<file path="src/sv/haversine_distance_eta_unit_macros.svh">
// assertion helpers used by the rtl fifo
`ifndef HAVERSINE_DISTANCE_ETA_UNIT_MACROS_SVH
`define HAVERSINE_DISTANCE_ETA_UNIT_MACROS_SVH

// condition that holds at every clock edge out of reset
`define HDE_ASSERT_HOLDS(lbl, cond, msg) \
    lbl: assert property (@(posedge clk) disable iff (!rst_n) (cond)) else $error(msg);

// consequence that holds in the cycle after the antecedent
`define HDE_ASSERT_NEXT(lbl, ante, cons, msg) \
    lbl: assert property (@(posedge clk) disable iff (!rst_n) (ante) |=> (cons)) else $error(msg);

`endif

</file>
<file path="src/sv/hde_fifo.sv">
`default_nettype none
`include "haversine_distance_eta_unit_macros.svh"

module hde_fifo #(
    parameter int WIDTH = 8,
    parameter int DEPTH = 4
) (
    input  logic             clk,
    input  logic             rst_n,
    input  logic             wr,
    input  logic [WIDTH-1:0] wr_data,
    output logic             full,
    input  logic             rd,
    output logic [WIDTH-1:0] rd_data,
    output logic             empty
);

    // depth is a power of two, pointers wrap on their own
    localparam int AW = $clog2(DEPTH);
    localparam logic [AW:0] CNT_MAX = (AW+1)'(DEPTH);

    logic [WIDTH-1:0] mem_reg [DEPTH];
    logic [AW-1:0]    wr_ptr_reg, wr_ptr_next;
    logic [AW-1:0]    rd_ptr_reg, rd_ptr_next;
    logic [AW:0]      count_reg, count_next;
    logic             wr_en, rd_en;

    assign full    = (count_reg == CNT_MAX);
    assign empty   = (count_reg == '0);
    assign wr_en   = wr && !full;
    assign rd_en   = rd && !empty;
    assign rd_data = mem_reg[rd_ptr_reg];

    assign wr_ptr_next = wr_en ? wr_ptr_reg + 1'b1 : wr_ptr_reg;
    assign rd_ptr_next = rd_en ? rd_ptr_reg + 1'b1 : rd_ptr_reg;

    always_comb
    begin
        case ({wr_en, rd_en})
            2'b10:   count_next = count_reg + 1'b1;
            2'b01:   count_next = count_reg - 1'b1;
            default: count_next = count_reg;
        endcase
    end

    always_ff @(posedge clk or negedge rst_n)
    begin
        if (!rst_n)
        begin
            wr_ptr_reg <= '0;
            rd_ptr_reg <= '0;
            count_reg  <= '0;
        end
        else
        begin
            wr_ptr_reg <= wr_ptr_next;
            rd_ptr_reg <= rd_ptr_next;
            count_reg  <= count_next;
        end
    end

    always_ff @(posedge clk)
    begin
        if (wr_en)
        begin
            mem_reg[wr_ptr_reg] <= wr_data;
        end
    end

    `HDE_ASSERT_NEXT(a_cnt_up, wr_en && !rd_en, count_reg == $past(count_reg) + 1'b1, "count missed a write")
    `HDE_ASSERT_NEXT(a_cnt_down, rd_en && !wr_en, count_reg == $past(count_reg) - 1'b1, "count missed a read")
    `HDE_ASSERT_HOLDS(a_cnt_max, count_reg <= CNT_MAX, "count beyond depth")
    `HDE_ASSERT_HOLDS(a_ptr_gap, AW'(wr_ptr_reg - rd_ptr_reg) == count_reg[AW-1:0], "pointers disagree with count")

endmodule

`default_nettype wire

</file>
<file path="config.mk">
export PLATFORM = sky130hd
export DESIGN_NAME = hde_fifo
export DESIGN_NICKNAME = d
export VERILOG_FILES = /design/src/sv/hde_fifo.sv
export VERILOG_INCLUDE_DIRS = /design/src /design/src/sv
export SDC_FILE = /design/constraint.sdc
export NUM_CORES = 1
export LEC_CHECK = 0
export ABC_AREA = 1
export BUFFER_PORTS_ARGS = -buffer_cell sky130_fd_sc_hd__buf_2
export CAP_MARGIN = 20
export CORE_AREA = 2 2 66 68
export DETAILED_ROUTE_END_ITERATION = 16
export DIE_AREA = 0 0 68 70
export PLACE_DENSITY_LB_ADDON = 0.12
export SKIP_LAST_GASP = 1
export SYNTH_ARGS = -nofsm -noshare
export SYNTH_HDL_FRONTEND = slang
export SYNTH_SLANG_ARGS = --single-unit
export TNS_END_PERCENT = 100
</file>
<file path="constraint.sdc">
create_clock -name clk -period 2.4 [get_ports clk]
set_input_delay 0.24 -clock clk [delete_from_list [all_inputs] [get_ports clk]]
set_output_delay 0.24 -clock clk [all_outputs]
set_load 0.1 [all_outputs]
</file>
After elaboration in Yosys (flattened, before gate mapping)
Memories as Yosys holds them, arrays and structs flattened.
Index checks and enable logic that the tools add are counted.

word-level totals
  input port bits = 12
  register bits after elaboration = 7
  memories = 1
  RAM bits = 32
  output and inout bits = 10

memory list
  name     words  width  rd ports  clocked after Yosys merged registers in  wr ports  line            source
  mem_reg  4      8      1         0                                        1         hde_fifo.sv:22  logic [WIDTH-1:0] mem_reg [DEPTH];

operators by class
  reduce and logical (&&, ||, !) cells = 6
  muxes and demuxes = 3
  add/subtract/negate cells = 4
  equality and inequality tests = 3

operators with widths
  operator             number
  $pmux 3 s2           1
  $add 2x1->2 const B  2
  $add 3x1->3 const B  1
  $eq 3x3->1 const B   1
  $logic_not 3->1      1
  $sub 3x1->3 const B  1
  $eq 2x1->1 const B   1
  $eq 2x2->1 const B   1
  $logic_and 1x1->1    2
  $logic_not 1->1      2
  $mux 1               2
  $reduce_bool 2->1    1

Logic depth before layout (Yosys ltp)
Gate-level depths: netlist of run 1.

  depth in word-level cells = 5
  depth in mapped cells = 12
  gate-level depth less buffers = 12

Worst setup path after synthesis of run 1
No wires, ideal clock.

  kind = flip-flop to flip-flop
  start point = register count_reg[0]
  end point = register count_reg[2]
  setup time = 117 ps
  stages on the path, launching flop included = 11
  arrival time = 1540 ps
  slack = 743 ps
  period minus slack after synthesis = 1657 ps
  required time = 2283 ps
  cell sequence = dfrtp_1 -> inv_1 -> nand3_2 -> nand2_2 -> ha_1 -> inv_1 -> fa_1 -> nand2_1 -> nand3_1 -> nand2_1 -> nand2_1

between the ends
  longest elaborated chain between the ends = 5

ends and longest elaborated chain
  item                                             line                            source
  start: declaration                               hde_fifo.sv:25                  logic [AW:0] count_reg, count_next;
  start signal: assignment                         hde_fifo.sv:58                  count_reg <= count_next;
  $eq 3x3->1 or $logic_not 3->1 (tied branches)    hde_fifo.sv:28, hde_fifo.sv:29
  $logic_not 1->1 (on tied branches)               hde_fifo.sv:30, hde_fifo.sv:31
  $logic_and 1x1->1 (on tied branches)             hde_fifo.sv:30, hde_fifo.sv:31
  $eq 2x1->1 or $eq 2x2->1 (tied branches)         hde_fifo.sv:39                  case ({wr_en, rd_en})
  $pmux 3 s2 or $reduce_bool 2->1 (tied branches)  -

Several ways; a longest one is shown, not always the timed one.
A chain may end at the register's enable or synchronous reset.

Worst setup path after layout of run 1
  start point = register rd_ptr_reg[0]
  end point = output rd_data[3]

between the ends
  longest elaborated chain between the ends = 1

ends and longest elaborated chain
  item                      line            source
  start: declaration        hde_fifo.sv:24  logic [AW-1:0] rd_ptr_reg, rd_ptr_next;
  start signal: assignment  hde_fifo.sv:57  rd_ptr_reg <= rd_ptr_next;
  $mem_v2 4x8               -
  end: declaration          hde_fifo.sv:14  output logic [WIDTH-1:0] rd_data,

Every way passes these cells.

==> results.sh, run 1 <==
export IMPL_status="finished, final reports clean"
export IMPL_start_util=0.420
export IMPL_avgRoutedWirePerCell_um=12.5
export IMPL_area_growth_pct=14.8
export IMPL_antenna_found_initial=0
export IMPL_cts_root_buf="clkbuf_8"
export IMPL_relSlewSlack=0.651
export IMPL_grt_busiest_layer="met2"
export IMPL_crit_fanout=34
export IMPL_setup_viol_count_final=0
export IMPL_grt_max_degree=35
export IMPL_largest_reg_flops=32
export IMPL_h_tree_depth=2
export IMPL_gp_congestion=0.728
export IMPL_worst_r2r_setup_slack_ns=0.56
export IMPL_endpoint="rd_data[3]"
export IMPL_grt_pass1_vias=1171
export IMPL_placed_area_mm2=0.00191
export IMPL_criticalPathCategory="register to primary output"
export IMPL_use_met3=0.0548
export IMPL_rsz0062_at_grt="false"
export IMPL_syn_inst=154
export IMPL_first_pass_iters=3
export IMPL_synthesis_nets=172
export IMPL_postRouteWirelength_um=2950
export IMPL_slew_viol_final=0
export IMPL_fin_nets=202
export IMPL_fill_cells=394
export IMPL_postSynthAreaPerCell_um2=11.3
export IMPL_critPathBufInv=2
export IMPL_cp_startpoint="rd_ptr_reg[0]$_DFFE_PN0P_"
export IMPL_port_buffers=21
export IMPL_timing_rr_end="count_reg[1]$_DFFE_PN0P_"
export IMPL_finalHoldViolations=0
export IMPL_critPathSlowestCell="buf_2"
export IMPL_worstHoldPathType="primary input to register"
export IMPL_die_width_um=68
export IMPL_mostFrequentLayoutCell="nand2_1"
export IMPL_pre_cts_ws_ns=0.579
export IMPL_worstSkewPairLatency_ns=0.29
export IMPL_clock_skew_ns=0.00705
export IMPL_synth_area_mm2=0.00174
export IMPL_dpl_hpwl_um=1970
export IMPL_clock_path_buffers=2
export IMPL_layout_cells_most_common_list="nand2_1 (41), edfxtp_1 (32), inv_1 (31)"
export IMPL_yosys_warnings=0
export IMPL_num_rows=24
export IMPL_viasPerCell=4.66
export IMPL_crit_path_cell_trace="inv_2 > o211ai_1 > nand2_1 > buf_2"
export IMPL_n_antenna_cell=0
export IMPL_slowest_delay_ns=0.42
export IMPL_hold_ws_ns=0.161
export IMPL_die_h_um=70
export IMPL_r2r_start="count_reg[0]$_DFFE_PN0P_"
export IMPL_min_period_ns=2.02
export IMPL_core_area_mm2=0.00414
export IMPL_cap_violations=0
export IMPL_drc_errors=0
export IMPL_setup_slack_ns=0.382
export IMPL_crit_cells=4
export IMPL_dieArea_mm2=0.00476
export IMPL_crit_arrival_ns=1.78
export IMPL_clock_fmax_mhz=496
export IMPL_cts_sinks=39
export IMPL_post_route_cell_area_mm2=0.00200
export IMPL_yosysUniqueCellTypes=19
export IMPL_fin_crit_sh=0.841
export IMPL_tightest_slew_ns=0.523
export IMPL_cts_resized=0
export IMPL_num_vias=1104
export IMPL_ys_seq_area_frac=0.652
export IMPL_ys_seq_elements=39
export IMPL_cts_clk_slew_worst_paths_ns=0.08
export IMPL_path_delay_family="buffers and inverters"
export IMPL_grt_use_met2=0.250
export IMPL_cts_tree="built"
export IMPL_start_kind="register"
export IMPL_overflow=0
export IMPL_end_kind="primary output"
export IMPL_grt_total_usage=0.149
export IMPL_hold_path_startpoint="wr_data[0]"
export IMPL_fin_setup_tns_ns=0
export IMPL_drt_iter0_markers=48
export IMPL_io_pins=22
export IMPL_crit_required_ns=2.16
export IMPL_ant_nets=0
export IMPL_drive_gt1_frac=0.200
export IMPL_grtUsageMet1=0.164
export IMPL_cts_buffers=5
export IMPL_grt_pass1_wl_um=5100
export IMPL_rr_worst_depth=8
-- what timing repair did --
action | CTS | global route
buffers inserted | 0 | 0
hold endpoints to repair | 7 | 0
hold buffers | 1 | 0
-- logic make-up after synthesis --
logic type,count (synthesis),synth area share
XOR/XNOR,1,0.00503
AND/OR/NAND/NOR,54,0.127
adder cells (fa/ha/maj),6,0.0474
flip-flops,39,0.652
buffers and inverters,37,0.0963
AO/OA/AOI/OAI,17,0.0718
-- synth_stat cells (all sizes together) --
cell type	instances	area, um2
inv	32	120
o21ai	1	5.00
buf	3	30.0
nand3	7	40.0
nand2	42	160
xnor2	1	8.76
edfxtp	32	961
clkinv	1	3.75
fa	1	20.0
dfrtp	7	175
nand4	1	6.26
o211ai	16	120
nor2	4	15.0
clkbuf	1	13.8
ha	5	62.6
-- final cells by class --
| class | instances | area (um2) | area share |
|---|---|---|---|
| clock inverter | 3 | 15.0 | 0.00751 |
| inverter | 33 | 124 | 0.0620 |
| sequential | 39 | 1140 | 0.568 |
| tap | 52 | 65.1 | 0.0325 |
| timing repair buffer | 27 | 153 | 0.0763 |
| clock buffer | 5 | 68.8 | 0.0344 |
| multi-input combinational | 78 | 438 | 0.219 |
-- per-stage QoR --
stage / util / cells
6_report: 0.482 / 237
5_1_grt: 0.482 / 237
4_1_cts: 0.482 / 237
3_5_place_dp: 0.460 / 228
3_3_place_gp: 0.460 / 228
2_1_floorplan: - / 154
-- worst min-delay path by stage --
stage                               endpoint  slack, ns  cells past startpoint
floorplan           count_reg[0]$_DFFE_PN0P_      -0.06                      0
global placement    count_reg[0]$_DFFE_PN0P_       0.08                      1
detailed placement  count_reg[1]$_DFFE_PN0P_       0.08                      1
CTS                  mem_reg[0][1]$_DFFE_PP_       0.15                      1
global route         mem_reg[0][4]$_DFFE_PP_       0.16                      1
finish               mem_reg[2][0]$_DFFE_PP_       0.16                      1
-- routing by layer --
metal	up-vias	part of all wire
met5	-	0
met4	0	0.029
met3	7	0.038
met2	19	0.49
met1	514	0.44
li1	564	-
-- worst reg2reg max path, delay by kind of cell, from the launching register on --
family          cells  cell delay [ns]
compound gates      1             0.18
fa+ha+maj           2             0.61
buf+inv             3             0.27
flops               1             0.39
simple gates        2             0.30
Power of run 1 is left out: the tool's default activity adds up to more than one toggle a clock period on the data nets, which glitch-free logic cannot reach.
==> inputs of run 2 (changes only) <==
clock period = 2.1 ns   (was 2.4 ns; I/O delays follow)
==> run 2 against run 1 <==
  * Setup slack lost 0.18 ns
  * Sequential share of layout area shrank 1.1 points
  * Register-to-register slack lost 0.36 ns
  * First-iteration DRC count grew 6.3%
  * Routed wire length shrank 0.30%
  * Clock-buffer cell count is the same
==> results.sh, run 2 (synthesis results as in run 1) <==
export IMPL_critPathSlowestCell="fa_1"
export IMPL_cts_buffers=5
export IMPL_mostFrequentLayoutCell="nand2_1"
export IMPL_fin_crit_sh=0.905
export IMPL_io_pins=22
export IMPL_drc_errors=0
export IMPL_placed_area_mm2=0.00192
export IMPL_n_antenna_cell=0
export IMPL_hold_ws_ns=0.133
export IMPL_gp_congestion=0.730
export IMPL_timing_rr_end="count_reg[1]$_DFFE_PN0P_"
export IMPL_cts_root_buf="clkbuf_8"
export IMPL_grt_total_usage=0.144
export IMPL_core_area_mm2=0.00414
export IMPL_post_route_cell_area_mm2=0.00204
export IMPL_antenna_found_initial=0
export IMPL_layout_cells_most_common_list="nand2_1 (41), edfxtp_1 (32), inv_1 (31)"
export IMPL_crit_required_ns=2.30
export IMPL_relSlewSlack=0.677
export IMPL_drt_iter0_markers=51
export IMPL_first_pass_iters=4
export IMPL_area_growth_pct=17.2
export IMPL_hold_path_startpoint="wr_data[0]"
export IMPL_largest_reg_flops=32
export IMPL_criticalPathCategory="register to register"
export IMPL_end_kind="register"
export IMPL_h_tree_depth=2
export IMPL_setup_viol_count_final=0
export IMPL_fin_setup_tns_ns=0
export IMPL_postRouteWirelength_um=2940
export IMPL_cap_violations=0
export IMPL_grt_pass1_vias=1046
export IMPL_clock_fmax_mhz=526
export IMPL_min_period_ns=1.90
export IMPL_port_buffers=21
export IMPL_rsz0062_at_grt="false"
export IMPL_grt_pass1_wl_um=4840
export IMPL_clock_skew_ns=0.00557
export IMPL_cts_sinks=39
export IMPL_start_util=0.420
export IMPL_start_kind="register"
export IMPL_rr_worst_depth=8
export IMPL_drive_gt1_frac=0.203
export IMPL_fin_nets=204
export IMPL_tightest_slew_ns=0.488
export IMPL_post_place_cells=230
export IMPL_dieArea_mm2=0.00476
export IMPL_cts_clk_slew_worst_paths_ns=0.08
export IMPL_num_rows=24
export IMPL_die_h_um=70
export IMPL_clock_path_buffers=2
export IMPL_finalHoldViolations=0
export IMPL_overflow=0
export IMPL_slew_viol_final=0
export IMPL_slowest_delay_ns=0.42
export IMPL_critPathBufInv=3
export IMPL_crit_fanout=4
export IMPL_cts_tree="built"
export IMPL_status="finished, final reports clean"
export IMPL_min_to="mem_reg[2][0]$_DFFE_PP_"
export IMPL_avgRoutedWirePerCell_um=12.3
export IMPL_dpl_hpwl_um=2040
export IMPL_die_width_um=68
export IMPL_r2r_start="count_reg[0]$_DFFE_PN0P_"
export IMPL_grt_max_degree=35
export IMPL_post_cts_buffers=0
export IMPL_num_vias=1117
export IMPL_hold_depth=1
export IMPL_worst_r2r_setup_slack_ns=0.20
export IMPL_path_delay_family="adder cells"
export IMPL_cp_common_cell="inv_1"
export IMPL_crit_arrival_ns=2.10
export IMPL_crit_path_cell_trace="inv_1 > nand3_1 > nand2_1 > inv_1 > ha_1 > inv_1 > fa_1 > o21ai_0"
export IMPL_ant_nets=0
export IMPL_worstSkewPairLatency_ns=0.28
export IMPL_stdcell_count=239
export IMPL_worstHoldPathType="primary input to register"
export IMPL_viasPerCell=4.67
## run 2: through the flow
step	worst slack (ns)	util
finish	0.201	0.492
global route	0.0623	0.492
CTS	0.114	0.492
detailed placement	0.233	0.463
global placement	0.336	0.463
floorplan	0.443	-
## run 2: layout make-up
| type | instances | area [um2] |
|---|---|---|
| clock buffer | 5 | 68.8 |
| clock inverter | 3 | 38.8 |
| fill | 379 | 2100 |
| inverter | 33 | 126 |
| multi-input combinational | 78 | 438 |
| sequential | 39 | 1140 |
| tap | 52 | 65.1 |
| timing repair buffer | 29 | 168 |
## run 2: how the worst max path moves through the flow
stage	startpoint	end	slack [ns]	cells after the start
after floorplan	count_reg[0]$_DFFE_PN0P_	count_reg[2]$_DFFE_PN0P_	0.44	10
after global placement	count_reg[0]$_DFFE_PN0P_	count_reg[1]$_DFFE_PN0P_	0.34	8
after detailed placement	count_reg[0]$_DFFE_PN0P_	count_reg[1]$_DFFE_PN0P_	0.23	8
after CTS	rd_ptr_reg[0]$_DFFE_PN0P_	rd_data[5]	0.11	4
after global routing	count_reg[0]$_DFFE_PN0P_	count_reg[1]$_DFFE_PN0P_	0.06	8
final	count_reg[0]$_DFFE_PN0P_	count_reg[1]$_DFFE_PN0P_	0.20	8
## run 2: worst register-to-register path, stage by stage (launching register included)
cell	delay, ns
dfrtp_1	0.40
inv_1	0.14
nand3_1	0.18
nand2_1	0.17
inv_1	0.06
ha_1	0.19
inv_1	0.09
fa_1	0.42
o21ai_0	0.18
## run 2: metal layers
| metal | up-vias | part of all wire | GRT usage |
|---|---|---|---|
| met3 | 8 | 0.041 | 0.0483 |
| met2 | 24 | 0.49 | 0.221 |
| met5 | - | 0 | 0 |
| met1 | 513 | 0.45 | 0.172 |
| met4 | 0 | 0.024 | 0.0844 |
| li1 | 572 | - | - |
## run 2: timing repair
item,in CTS,in global routing
hold buffers,1,0
setup endpoints to repair,0,1
hold endpoints to repair,7,0
resized for setup,0,2
Power of run 2 is left out for the same reason.
