===== config.mk =====
export PLATFORM = sky130hd
export DESIGN_NAME = hde_front
export DESIGN_NICKNAME = d
export VERILOG_FILES = /design/src/sv/haversine_distance_eta_unit_macros.svh /design/src/sv/hde_pkg.sv /design/src/sv/hde_front.sv
export SDC_FILE = /design/constraint.sdc
export NUM_CORES = 1
export LEC_CHECK = 0
export BUFFER_PORTS_ARGS = -buffer_cell sky130_fd_sc_hd__buf_2
export CAP_MARGIN = 10
export CORE_MARGIN = 3
export CORE_UTILIZATION = 54
export DETAILED_ROUTE_END_ITERATION = 10
export PLACE_DENSITY = 0.82
export SYNTH_ARGS = -nofsm -noshare
export SYNTH_HDL_FRONTEND = slang
export SYNTH_SLANG_ARGS = --single-unit

===== constraint.sdc =====
create_clock -name clk -period 5.5 [get_ports clk]
set_clock_uncertainty 0.1 [all_clocks]
set_input_delay 0.825 -clock clk [delete_from_list [all_inputs] [get_ports clk]]
set_output_delay 0.825 -clock clk [all_outputs]
set_load 0.01 [all_outputs]

===== src/sv/haversine_distance_eta_unit_macros.svh =====
// assertion helpers used by the rtl fifo
`ifndef HAVERSINE_DISTANCE_ETA_UNIT_MACROS_SVH
`define HAVERSINE_DISTANCE_ETA_UNIT_MACROS_SVH

// condition that holds at every clock edge out of reset
`define HDE_ASSERT_HOLDS(lbl, cond, msg) \
    lbl: assert property (@(posedge clk) disable iff (!rst_n) (cond)) else $error(msg);

// consequence that holds in the cycle after the antecedent
`define HDE_ASSERT_NEXT(lbl, ante, cons, msg) \
    lbl: assert property (@(posedge clk) disable iff (!rst_n) (ante) |=> (cons)) else $error(msg);

`endif


===== src/sv/hde_pkg.sv =====
`default_nettype none

package hde_pkg;

    localparam logic [29:0] DEG_FULL    = 30'd754974720;
    localparam logic [27:0] DEG_QUARTER = 28'd188743680;
    localparam logic [14:0] RAD_MUL_HI  = 15'd18301;
    localparam logic [14:0] RAD_MUL_LO  = 15'd3397;
    localparam logic signed [32:0] CORDIC_GAIN = 33'sd652032874;
    localparam logic [30:0] Q_ONE       = 31'h4000_0000;
    localparam logic [23:0] EARTH_2R_M  = 24'd12742000;
    localparam logic [24:0] MAX_DIST    = 25'd20015087;
    // ceil(2^34 / 500), exact floor for any 25-bit distance
    localparam logic [25:0] MIN_RECIP   = 26'd34359739;
    localparam int          SQRT_STEPS  = 32;
    localparam logic [63:0] SQRT_TOP_BIT = 64'h4000_0000_0000_0000;

    localparam logic [1:0] QUAD_0 = 2'd0;
    localparam logic [1:0] QUAD_1 = 2'd1;
    localparam logic [1:0] QUAD_2 = 2'd2;
    localparam logic [1:0] QUAD_3 = 2'd3;

    typedef struct packed {
        logic [1:0]  quad;
        logic [27:0] rem;
    } angle_t;

    typedef struct packed {
        angle_t      dlat;
        angle_t      dlon;
        angle_t      lat1;
        angle_t      lat2;
        logic [24:0] radius;
    } job_t;

    typedef struct packed {
        logic [24:0] distance;
        logic [15:0] eta;
        logic        near;
    } result_t;

    typedef struct packed {
        logic signed [32:0] x;
        logic signed [32:0] y;
        logic signed [32:0] z;
    } rot_t;

    typedef struct packed {
        logic signed [33:0] x;
        logic signed [33:0] y;
        logic signed [33:0] z;
    } vec_t;

    typedef struct packed {
        logic [63:0] rem;
        logic [63:0] root;
    } sq_t;

    // arctangent of 2^-k, radians q30
    function automatic logic [31:0] atan_q30(input logic [4:0] k);
        logic [31:0] v;
        case (k)
            5'd0:    v = 32'h3243F6A8;
            5'd1:    v = 32'h1DAC6705;
            5'd2:    v = 32'h0FADBAFC;
            5'd3:    v = 32'h07F56EA6;
            5'd4:    v = 32'h03FEAB76;
            5'd5:    v = 32'h01FFD55B;
            5'd6:    v = 32'h00FFFAAA;
            5'd7:    v = 32'h007FFF55;
            5'd8:    v = 32'h003FFFEA;
            5'd9:    v = 32'h001FFFFD;
            5'd10:   v = 32'h000FFFFF;
            5'd11:   v = 32'h0007FFFF;
            5'd12:   v = 32'h0003FFFF;
            5'd13:   v = 32'h0001FFFF;
            5'd14:   v = 32'h0000FFFF;
            5'd15:   v = 32'h00007FFF;
            5'd16:   v = 32'h00003FFF;
            5'd17:   v = 32'h00001FFF;
            5'd18:   v = 32'h00000FFF;
            5'd19:   v = 32'h000007FF;
            5'd20:   v = 32'h000003FF;
            5'd21:   v = 32'h000001FF;
            5'd22:   v = 32'h000000FF;
            5'd23:   v = 32'h0000007F;
            5'd24:   v = 32'h0000003F;
            5'd25:   v = 32'h0000001F;
            5'd26:   v = 32'h0000000F;
            5'd27:   v = 32'h00000008;
            5'd28:   v = 32'h00000004;
            5'd29:   v = 32'h00000002;
            5'd30:   v = 32'h00000001;
            default: v = 32'h00000000;
        endcase
        return v;
    endfunction

    // rotation mode step, drives z toward zero
    function automatic rot_t rot_step(input rot_t s, input logic [4:0] k);
        rot_t o;
        logic signed [32:0] at;
        at = $signed({1'b0, atan_q30(k)});
        if (!s.z[32])
        begin
            o.x = s.x - (s.y >>> k);
            o.y = s.y + (s.x >>> k);
            o.z = s.z - at;
        end
        else
        begin
            o.x = s.x + (s.y >>> k);
            o.y = s.y - (s.x >>> k);
            o.z = s.z + at;
        end
        return o;
    endfunction

    // vectoring mode step, drives y toward zero
    function automatic vec_t vec_step(input vec_t s, input logic [4:0] k);
        vec_t o;
        logic signed [33:0] at;
        at = $signed({2'b00, atan_q30(k)});
        if (!s.y[33])
        begin
            o.x = s.x + (s.y >>> k);
            o.y = s.y - (s.x >>> k);
            o.z = s.z + at;
        end
        else
        begin
            o.x = s.x - (s.y >>> k);
            o.y = s.y + (s.x >>> k);
            o.z = s.z - at;
        end
        return o;
    endfunction

    // one digit of the integer square root recurrence
    function automatic sq_t sqrt_step(input sq_t s, input logic [63:0] b);
        sq_t o;
        logic [63:0] t;
        t = s.root + b;
        if (s.rem >= t)
        begin
            o.rem  = s.rem - t;
            o.root = (s.root >> 1) + b;
        end
        else
        begin
            o.rem  = s.rem;
            o.root = s.root >> 1;
        end
        return o;
    endfunction

    // magnitude clamped to one
    function automatic logic [30:0] mag_q30(input logic signed [32:0] v);
        logic [32:0] m;
        m = v[32] ? 33'(-v) : 33'(v);
        return (m > 33'(Q_ONE)) ? Q_ONE : m[30:0];
    endfunction

endpackage

`default_nettype wire


===== src/sv/hde_front.sv =====
`default_nettype none

module hde_front
    import hde_pkg::*;
(
    input  logic               clk,
    input  logic               rst_n,
    input  logic               push,
    output logic               full,
    input  logic signed [27:0] from_lat,
    input  logic signed [28:0] from_lon,
    input  logic signed [27:0] to_lat,
    input  logic signed [28:0] to_lon,
    input  logic [24:0]        radius_m,
    output job_t               job,
    output logic               job_valid,
    input  logic               job_ready
);

    localparam logic [29:0] Q1 = {2'b00, DEG_QUARTER};
    localparam logic [29:0] Q2 = 30'd377487360;
    localparam logic [29:0] Q3 = 30'd566231040;

    // fold into [0, 360) degrees, inputs never reach a full turn
    function automatic logic [29:0] wrap_deg(input logic signed [30:0] v);
        logic signed [30:0] t;
        t = v[30] ? v + $signed({1'b0, DEG_FULL}) : v;
        return t[29:0];
    endfunction

    function automatic angle_t classify(input logic [29:0] a);
        angle_t o;
        logic [29:0] d;
        if (a >= Q3)
        begin
            o.quad = QUAD_3;
            d = a - Q3;
        end
        else if (a >= Q2)
        begin
            o.quad = QUAD_2;
            d = a - Q2;
        end
        else if (a >= Q1)
        begin
            o.quad = QUAD_1;
            d = a - Q1;
        end
        else
        begin
            o.quad = QUAD_0;
            d = a;
        end
        o.rem = d[27:0];
        return o;
    endfunction

    logic        valid_reg;
    logic        adv;
    logic [29:0] dlat_reg, dlon_reg, lat1_reg, lat2_reg;
    logic [29:0] dlat_next, dlon_next, lat1_next, lat2_next;
    logic [24:0] radius_reg;

    assign adv  = !valid_reg || job_ready;
    assign full = !adv;

    // half-angle differences and doubled latitudes, all in 2^-21 degree
    assign dlat_next = wrap_deg(31'(to_lat) - 31'(from_lat));
    assign dlon_next = wrap_deg(31'(to_lon) - 31'(from_lon));
    assign lat1_next = wrap_deg(31'(from_lat) + 31'(from_lat));
    assign lat2_next = wrap_deg(31'(to_lat) + 31'(to_lat));

    always_ff @(posedge clk or negedge rst_n)
    begin
        if (!rst_n)
        begin
            valid_reg <= 1'b0;
        end
        else if (adv)
        begin
            valid_reg <= push;
        end
    end

    always_ff @(posedge clk)
    begin
        if (adv)
        begin
            dlat_reg   <= dlat_next;
            dlon_reg   <= dlon_next;
            lat1_reg   <= lat1_next;
            lat2_reg   <= lat2_next;
            radius_reg <= radius_m;
        end
    end

    assign job_valid  = valid_reg;
    assign job.dlat   = classify(dlat_reg);
    assign job.dlon   = classify(dlon_reg);
    assign job.lat1   = classify(lat1_reg);
    assign job.lat2   = classify(lat2_reg);
    assign job.radius = radius_reg;

endmodule

`default_nettype wire


Word level (Yosys, flattened, before mapping):

Index checks and enable logic that the tools add are counted.

* add/subtract/negate cells: 20
* mux-type cells: 28
* order comparisons: 12
* reductions and logical operators: 3

Operators by type and width (number)
* $mux W28: 12
* $ge A30 B28 Y1 const B: 4
* $ge A30 B29 Y1 const B: 4
* $ge A30 B30 Y1 const B: 4
* $mux W30: 4
* $sub A28 B25 Y28 const B: 4
* $sub A28 B27 Y28 const B: 4
* $sub A28 B28 Y28 const B: 4
* $add A29 B30 Y30 const B: 3
* $add A28 B28 Y29: 2
* $add A30 B30 Y30 const B: 1
* $sub A29 B29 Y30: 1
* $sub A28 B28 Y29: 1
* $mux W2: 8
* $mux W1: 4
* $logic_not A1 Y1: 2
* $logic_or A1 B1 Y1: 1

* output and inout port bits: 147
* register bits after elaboration: 146
* bits of input ports: 143
* logic and storage cells: 69

Logic depth before layout (Yosys ltp):

Gate-level depths: netlist of run 1.

* depth in word-level cells: 4
* mapped depth: 13
* gate-level depth less buffers: 13

Worst setup path before layout of run 1:

OpenSTA, ideal clock, no wires.

* path type: input -> output
* from: input port job_ready
* to: output port full
* setup slack: -185 ps
* data required time: 4575 ps
* path buffers: 0
* data arrival time: 4760 ps
* stages on the path: 2
* path through: nand2b_1 > inv_1

* longest elaborated chain between the ends: 2

RTL lines
* start, declared: RTL line hde_front.sv:17 `input logic job_ready`
* $logic_or A1 B1 Y1: RTL line hde_front.sv:64 `assign adv = !valid_reg || job_ready;`
* $logic_not A1 Y1: RTL line hde_front.sv:65 `assign full = !adv;`
* end, declared: RTL line hde_front.sv:9 `output logic full,`

No other way between the ends.

==> run metrics, run 1 <==
Slew @ Worst Pin=1.12 ns; GP Congestion=0.947; Synth Area in Compound Gates=17.8%; FF+latch count, synth=144; Via density=5.62; CP cell instances=nor4_1, nand4_1, o31ai_1, a31o_2, a211oi_1, nand2b_1, o21bai_1, a32oi_1, xor2_1, buf_2; R2R Setup Slk=2.94 ns; HP Class=input pin to asynchronous set/reset pin; Slew headroom=25.1%; Switching Share=34.0%; Reg-to-Reg End=radius_reg[14]; die area=20500 um^2; clock-pin slew on the worst setup and hold paths=0.07 ns; ANT nets after route=0; clock power share=28.5%; Worst Reg-to-Reg Cells=2; synth unique cells=80; cell-internal power=0.00249 W; max-cap violations=0; number of enable flip-flop cells after synthesis=143; delay-heaviest family, CP=simple AND/OR/NAND/NOR gates; Crit-path slowest cell=nor4_1; mux cell area share after synthesis=0.801%; vias in the first global route=7816; top_reg_cell synth=edfxtp_1; clock sinks=144; Fillers=1486; CTS tree=built; RR Startpoint=job_valid; final design utilization=64.5%; # port buffers=287; area of the core=18200 um^2; final setup vio count=0; # IOs=290; Critical Path Fanout Max=5; Post-Synth Adder-Cell Area=11.1%; CTS Buf Count=17; Initial Util=55.8%; Critical Path End Type=output port; worst endpoint required time=4.58 ns; Seq/Total Area, Yosys=42.5%; Die Ht=143 um; H-Tree Depth=4; layout cells sized above 1=28.5%; RSZ-0062 raised after global routing=no; Final Max Tran Viols=0; Area after DPL=11200 um^2; antenna violations before repair=5; GRT Total Usage=24.3%; 1st-pass router iterations=5; Tmin final=4.11 ns; run status=complete, no violations; Post-synth ARST share=0.694%; Synth Area in XOR/XNOR=6.70%; Net count, final=1434; Pwr per Cell Area=321 nW/um^2; # hold bufs at CTS=0; first-pass GRT wire length=39.4 mm; crit path launch type=flip-flop; largest net degree at the start of global routing=84; setup TNS=0 ns; arrival time at the worst endpoint=3.18 ns; Routed Wire Length=25.5 mm; Skew-Pair Late Insertion Delay=0.42 ns; Chip Width=143 um; Rows=49; Post-Syn Area=10200 um^2; final instance area=11700 um^2; synth warn=0; simple-gate share of the synthesized area=10.0%; Residual DRC=0; largest family of logic cells by synthesized area=compound AO/OA/AOI/OAI gates; maximum clock frequency=0.243 GHz; DP HPWL=20.3 mm; global route overflow=0; Hold Fails Final Rpt=0; Seq pwr share=40.6%; Sw Pwr=0.00128 W; total power=0.00377 W; post-CTS sizing=0; synth-to-layout area growth=15.6%; CP Buf/Inv Count=1; Iteration-0 DRC Markers=413; Synth Area per Inst=10.2 um^2; CP peak stage delay=0.58 ns; drt wl/cell=17.6 um; CTS Root Cell=clkbuf_16; Setup Buffers After CTS=0; CTS max path bufs=2; maximum VDD drop=0.206 mV; Comb power frac=30.9%; via count=8131; period utilization=74.7%; P_leak=5.34 nW; Setup Crit Path Kind=flip-flop to output port; Post-Synthesis Cells=995
==> logic make-up after synthesis <==
logic type | count (synthesis)
compound gates | 259
simple gates | 210
buf+inv | 208
flops | 144
fa+ha+maj | 89
xor+xnor | 76
mux | 8
other cells | 1
==> cells in the final DEF (no fill, tap or decap), types with 21 or more instances in the layout <==
cell	count
a21o_1	22
buf_2	287
o21ai_0	33
xnor2_1	53
ha_1	87
nor2_1	51
nand2_1	65
inv_1	107
xor2_1	21
edfxtp_1	143
a21oi_1	78
==> area by class of cell <==
type                            count  area, um^2  share of cell area, %
Antenna cell                        4        10.0                 0.0853
Clock buffer                       17         425                   3.62
Clock inverter                     15         123                   1.04
Inverter                          107         402                   3.42
Multi-Input combinational cell    644        4730                   40.3
Sequential cell                   144        4320                   36.8
Tap cell                          229         287                   2.44
Timing Repair Buffer              288        1440                   12.3
==> power groups by stage <==
stage          Clock, W  Sequential (W)  Combinational [W]
3_5_place_dp          0         0.00155            0.00115
2_1_floorplan         0         0.00149           0.000893
5_1_grt         0.00113         0.00154            0.00128
4_1_cts         0.00108         0.00152            0.00116
6_report        0.00107         0.00153            0.00116
3_3_place_gp          0         0.00154            0.00113
==> synth_stat cells, types with 5 or more instances <==
| library cell | n | share of area [%] |
|---|---|---|
| and3_1 | 5 | 0.31 |
| nand3_1 | 13 | 0.64 |
| a21o_1 | 22 | 1.6 |
| o211ai_1 | 7 | 0.52 |
| nand4_1 | 8 | 0.49 |
| a31oi_1 | 7 | 0.43 |
| edfxtp_1 | 143 | 42 |
| nand2_1 | 65 | 2.4 |
| a21oi_1 | 78 | 3.8 |
| xor2_1 | 21 | 1.8 |
| nor2_1 | 51 | 1.9 |
| nor2b_1 | 8 | 0.49 |
| nand2b_1 | 15 | 0.92 |
| ha_1 | 87 | 11 |
| nor4_1 | 18 | 1.1 |
| o21bai_1 | 9 | 0.67 |
| o31ai_1 | 7 | 0.52 |
| o21a_1 | 12 | 0.89 |
| o21ai_0 | 33 | 1.6 |
| a211oi_1 | 13 | 0.96 |
| clkbuf_1 | 6 | 0.22 |
| and2_1 | 5 | 0.31 |
| buf_4 | 88 | 6.5 |
| inv_1 | 107 | 4.0 |
| xnor2_1 | 53 | 4.6 |
| a21boi_0 | 5 | 0.37 |
| nor3_1 | 12 | 0.59 |
| mux2i_1 | 7 | 0.69 |
| o31a_1 | 5 | 0.43 |
==> per-layer routing <==
| layer | vias to the layer above | wire [um] | part of all wire [%] | track usage [%] |
|---|---|---|---|---|
| met5 | - | 14 | 0.055 | 0 |
| li1 | 3937 | - | - | - |
| met1 | 3814 | 10100 | 40 | 29.1 |
| met4 | 4 | 592 | 2.3 | 8.00 |
| met3 | 46 | 1670 | 6.6 | 5.16 |
| met2 | 330 | 13100 | 51 | 43.3 |
==> worst reg2reg max path, delay by kind of cell (launching register included) <==
family | cells | cell delay (ns)
buffers and inverters | 1 | 0.82
DFF | 1 | 0.40
and+or+nand+nor | 1 | 0.80
==> stage by stage <==
step	hold slack, ns	setup slack (ns)	cells
after floorplan	0.429	1.59	996
after global placement	0.499	1.75	1412
after detailed placement	0.500	1.72	1412
after CTS	0.0429	1.26	1444
after global routing	0.0370	1.15	1447
final	0.0591	1.39	1448
==> how the worst max path moves through the flow <==
stage / startpoint / endpoint / slack [ns] / cells after the start
global route: dlon_reg[2] / job[111] / 1.15 / 10
floorplan: job_ready / full / 1.59 / 2
detailed placement: to_lon[0] / dlon_reg[28] / 1.72 / 14
CTS: dlon_reg[2] / job[111] / 1.26 / 10
finish: dlon_reg[2] / job[111] / 1.39 / 10
global placement: dlon_reg[1] / job[111] / 1.75 / 10
Power figures use the tool's default switching activity.
==> inputs of run 2 (changes only) <==
- clock period: 5.5 -> 3.9 ns (I/O delays scaled with it)
==> run metrics, run 2 (synthesis results as in run 1) <==
GP Congestion=0.948 (+0.13%); maximum clock frequency=0.270 GHz; CTS max path bufs=2 (unchanged); Chip Width=143 um (unchanged); CTS tree=built; DP HPWL=19.9 mm (-2.0%); first-pass GRT wire length=38.4 mm (-2.5%); Tmin final=3.70 ns; register area=4320 um^2 (unchanged); clock-pin slew on the worst setup and hold paths=0.06 ns (about the same); CTS Buf Count=17 (unchanged); final instance area=11900 um^2 (+1.2%); crit path launch type=flip-flop; CP cell instances=inv_1, ha_1, inv_1, o311ai_1, a31o_2, a21oi_1, nand2b_1, o221ai_1, o21ai_0, xnor2_1, buf_2; commonest non-fill, non-tap cell in the layout=buf_2; largest net degree at the start of global routing=102 (+21%); post-place setup slack=0.406 ns (-1.31 ns); HP Class=input pin to flip-flop; # port buffers=287 (unchanged); most frequent cells in the layout=287 x buf_2, 143 x edfxtp_1, 107 x inv_1, 87 x ha_1, 77 x a21oi_1; total power=0.00540 W (+43%); via count=8072 (-0.73%); Hold Fails Final Rpt=0 (unchanged); CP Buf/Inv Count=3 (+2); global route overflow=0 (unchanged); Rows=49 (unchanged); Non-Filler Instances=1451 (+0.21%); Multi-input gate area=4810 um^2 (+1.6%); Slew headroom=51.0% (+26 points); antenna violations before repair=7 (+2); placed cell count=1415 (+0.21%); delay-heaviest family, CP=compound AO/OA/AOI/OAI gates; max-cap violations=0 (unchanged); period utilization=94.9%; vias in the first global route=7731 (-1.1%); Net count, final=1438 (+0.28%); Critical Path End Type=output port; clock sinks=144 (unchanged); Slew @ Worst Pin=0.735 ns (-0.388 ns); P_leak=5.38 nW (+0.82%); 1st-pass router iterations=7 (+2); Setup Crit Path Kind=flip-flop to output port; Die Ht=143 um (unchanged); # IOs=290 (unchanged); Pwr per Cell Area=454 nW/um^2 (+42%); layout cells sized above 1=29.6% (+1.1 points); drt wl/cell=17.2 um (-1.9%); GRT Total Usage=23.8% (-0.46 points); RSZ-0062 raised after global routing=no; Initial Util=55.8% (unchanged); ANT nets after route=0 (unchanged); setup TNS=0 ns (unchanged); Fillers=1458 (-1.9%); H-Tree Depth=4 (unchanged); Final Max Tran Viols=0 (unchanged); CP peak stage delay=0.59 ns (about the same); Critical Path Fanout Max=8 (+3); Crit-path slowest cell=a21oi_1; most frequent CP cell=inv_1; Iteration-0 DRC Markers=557 (+35%); Routed Wire Length=25.0 mm (-1.7%); Via density=5.56 (-0.93%); CTS Root Cell=clkbuf_16; worst setup margin=0.198 ns (-1.19 ns); Area after DPL=11200 um^2 (+0.31%); run status=complete, no violations; Skew-Pair Late Insertion Delay=0.42 ns (about the same); area of the core=18200 um^2 (unchanged); maximum VDD drop=0.285 mV (+38%); Residual DRC=0 (unchanged); arrival time at the worst endpoint=3.02 ns (-0.16 ns); final setup vio count=0 (unchanged); synth-to-layout area growth=17.0%; worst endpoint required time=3.21 ns (-1.37 ns); die area=20500 um^2 (unchanged)
==> run 2: what timing repair did <==
| item | 4_1_cts | 5_1_grt |
|---|---|---|
| pin swaps | 0 | 1 |
| endpoints found under the hold margin | 1 | 0 |
| hold buffers | 1 | 0 |
| setup buffers | 0 | 0 |
| gates cloned | 0 | 0 |
| gates resized for setup | 1 | 13 |
| setup endpoints to repair | 2 | 10 |
==> run 2: worst reg2reg max path, cell delays in order, from the launching register on <==
cell and delay (ns):
dfrtp_1 0.41, nand2b_4 0.48, buf_12 0.51
==> run 2: worst paths after layout <==
path	start	end	slack [ns]	cells past startpoint
min in group asynchronous	rst_n	job_valid	0.36	2
hold / removal	radius_m[3]	radius_reg[3]	0.24	1
max in group asynchronous	rst_n	job_valid	3.25	2
hold reg to reg	job_valid	job_valid	0.88	2
setup reg to reg	job_valid	radius_reg[17]	1.97	2
setup / recovery	lat1_reg[22]	job[80]	0.20	11
==> run 2: layout make-up <==
class	count	area share [%]
Multi-Input combinational cell	644	40.4
Sequential cell	144	36.3
Timing Repair Buffer	292	12.5
Clock buffer	17	3.58
Inverter	107	3.38
Tap cell	229	2.41
Clock inverter	15	1.25
Antenna cell	3	0.0632
==> run 2: power by group <==
group | switching [W] | internal, W | total, W
registers | 0.000203 | 0.00196 | 0.00217
clock network | 0.000686 | 0.000896 | 0.00158
logic | 0.000926 | 0.000724 | 0.00165
total | 0.00181 | 0.00358 | 0.00540
==> run 2: routing by layer <==
layer / global-route usage, % / vias up / part of all wire, %
met5: 0 / - / 0.17
met4: 10.0 / 10 / 2.9
met3: 5.43 / 55 / 7.3
met2: 41.5 / 328 / 50
met1: 28.2 / 3733 / 39
li1: - / 3946 / -
==> run 2: metrics by stage <==
stage,hold slack (ns),utilization [%]
2_1_floorplan,0.189,-
3_3_place_gp,0.260,61.6
3_5_place_dp,0.261,61.6
4_1_cts,0.216,64.9
5_1_grt,0.214,65.3
6_report,0.238,65.3
==> inputs of run 3 (changes only) <==
- ABC_AREA: default -> 1
- CORE_UTILIZATION: 54 -> 55
- PLACE_DENSITY: 0.82 -> 0.83
- REMOVE_ABC_BUFFERS: default -> 1
==> run metrics, run 3 <==
Net count, final=1864 (+30%); maximum clock frequency=0.306 GHz (+13%); worst endpoint required time=3.21 ns (about the same); Post-Synthesis Cells=1412 (+42%); top post-synthesis cells by count=338 x nand2_1, 203 x inv_1, 143 x edfxtp_1; Yosys top cell area share=38.2% (-4.0 points); setup TNS=0 ns (unchanged); synth warn=0 (unchanged); Setup Buffers After CTS=0 (unchanged); first-pass GRT wire length=48.3 mm (+26%); clock sinks=144 (unchanged); CP Buf/Inv Count=2 (-1); met2 usage=47.4% (+5.8 points); Rows=51 (+4.1%); Yosys top cell by area=edfxtp_1; arrival time at the worst endpoint=2.58 ns (-0.44 ns); Slew @ Worst Pin=0.701 ns (-0.0344 ns); Die Ht=149 um (+4.0%); Skew-Pair Late Insertion Delay=0.42 ns (about the same); layout cells sized above 1=22.1% (-7.5 points); total power=0.00552 W (+2.2%); Critical Path End Type=output port; GR Layer Usage met1=33.8% (+5.5 points); Fillers=1689 (+16%); H-Tree Depth=4 (unchanged); maximum VDD drop=0.292 mV (+2.3%); top post-synthesis cells by area=edfxtp_1 38%, nand2_1 11%, ha_1 9.7%; number of enable flip-flop cells after synthesis=143 (unchanged); P_leak=6.62 nW (+23%); CTS max path bufs=2 (unchanged); Final Max Tran Viols=0 (unchanged); Synth Area per Inst=7.95 um^2 (-22%); CP cell instances=nor4_1, and2_0, nand2_1, o21ai_4, inv_2, nand2_2, nand3_1, nand2_1, nand2_1, nand2_1, buf_2; GRT Total Usage=27.4% (+3.6 points); Seq/Total Area, Yosys=38.5% (-4.1 points); Setup Crit Path Kind=flip-flop to output port; max-cap violations=0 (unchanged); placed cell count=1877 (+33%); # IOs=290 (unchanged); FF+latch count, synth=144 (unchanged); GP Congestion=0.952 (+0.43%); Tmin final=3.26 ns (-0.437 ns); Routed Wire Length=30.5 mm (+22%); ANT nets after route=0 (unchanged); count leader, synth=nand2_1; vias in the first global route=9739 (+26%); Crit-path slowest cell=edfxtp_1; Post-synth ARST share=0.694% (unchanged); most frequent cells in the layout=338 x nand2_1, 287 x buf_2, 202 x inv_1, 143 x edfxtp_1, 132 x nor2_1; 1st-pass router iterations=6 (-1); Area after DPL=12400 um^2 (+10%); Non-Filler Instances=1912 (+32%); drt wl/cell=15.9 um (-7.6%); run status=complete, no violations; area of the core=19800 um^2 (+8.6%); Residual DRC=0 (unchanged); die area=22200 um^2 (+8.2%); top_reg_cell synth=edfxtp_1; crit path launch type=flip-flop; Hold Fails Final Rpt=0 (unchanged); Chip Width=149 um (+4.0%); final instance area=13000 um^2 (+9.0%); HP Class=input pin to flip-flop; CTS tree=built; GRT met3 Usage=6.20% (+0.77 points); delay-heaviest family, CP=simple AND/OR/NAND/NOR gates; final setup vio count=0 (unchanged); DP HPWL=25.1 mm (+26%); Iteration-0 DRC Markers=685 (+23%); period utilization=83.7% (-11 points); synth unique cells=47 (-41%); CTS Root Cell=clkbuf_16; Critical Path Fanout Max=7 (-1); Slew headroom=53.3% (+2.3 points); Initial Util=56.8% (+0.99 points); # port buffers=287 (unchanged); most frequent CP cell=nand2_1; commonest non-fill, non-tap cell in the layout=nand2_1; via count=10123 (+25%); Post-Syn Area=11200 um^2 (+11%); clock-pin slew on the worst setup and hold paths=0.07 ns (about the same); Pwr per Cell Area=426 nW/um^2 (-6.2%); largest net degree at the start of global routing=79 (-23%); CP peak stage delay=0.42 ns (-0.17 ns); Top Usage Layer GRT=met2; global route overflow=0 (unchanged); synth-to-layout area growth=15.3%; RSZ-0062 raised after global routing=no; CTS Buf Count=17 (unchanged); antenna violations before repair=6 (-1); Via density=5.29 (-4.8%)
-- run 3: what timing repair did --
item,in CTS,in global routing
hold buffers,1,0
gates resized for setup,0,0
endpoints found under the hold margin,1,0
setup endpoints to repair,0,0
-- run 3: kinds of logic (layout without fill, tap and decap cells) --
group	count (synthesis)	count (layout)	share of synthesized area, %
AO/OA/AOI/OAI	184	184	9.36
XOR/XNOR	71	71	5.54
adder cells (fa/ha/maj)	89	89	10.0
buffers and inverters	301	533	13.0
flip-flops	144	144	38.5
multiplexers	1	1	0.0891
other	1	4	0.0334
AND/OR/NAND/NOR	621	621	23.5
-- run 3: cell type report --
class                      count  area [um^2]  share of cell area (%)
tap                          265          332                    2.56
timing repair buffer         289         1470                    11.3
antenna                        2         5.00                  0.0386
multi-input combinational    968         5450                    42.1
clock inverter                15          149                    1.15
sequential                   144         4320                    33.3
clock buffer                  17          425                    3.28
inverter                     212          801                    6.18
-- run 3: path summary, 6_finish.rpt --
path                         startpoint              to  cells after the start  slack, ns
hold reg to reg               job_valid       job_valid                      3       0.83
min in group asynchronous         rst_n       job_valid                      2       0.37
hold / removal             radius_m[18]  radius_reg[18]                      1       0.23
setup / recovery            dlon_reg[3]        job[111]                     11       0.64
max in group asynchronous         rst_n       job_valid                      2       3.25
setup reg to reg              job_valid    dlon_reg[22]                      4       1.95
-- run 3: where the power goes --
| group | internal (W) | total (W) | switching, W |
|---|---|---|---|
| sequential | 0.00196 | 0.00211 | 0.000153 |
| combinational | 0.000685 | 0.00182 | 0.00114 |
| clock | 0.000899 | 0.00159 | 0.000687 |
| total | 0.00354 | 0.00552 | 0.00198 |
-- run 3: per-layer routing --
metal	share of wire [%]	vias to the layer above
met2	49	396
met4	2.9	8
met1	40	4660
li1	-	4997
met3	8.1	62
met5	0.19	-
-- run 3: per-stage QoR --
stage               util, %  setup slack (ns)  hold slack [ns]
floorplan                 -            -0.137            0.189
global placement       62.5              1.02            0.260
detailed placement     62.5             0.924            0.261
CTS                    65.4             0.615            0.220
global route           65.5             0.465            0.209
finish                 65.5             0.635            0.234
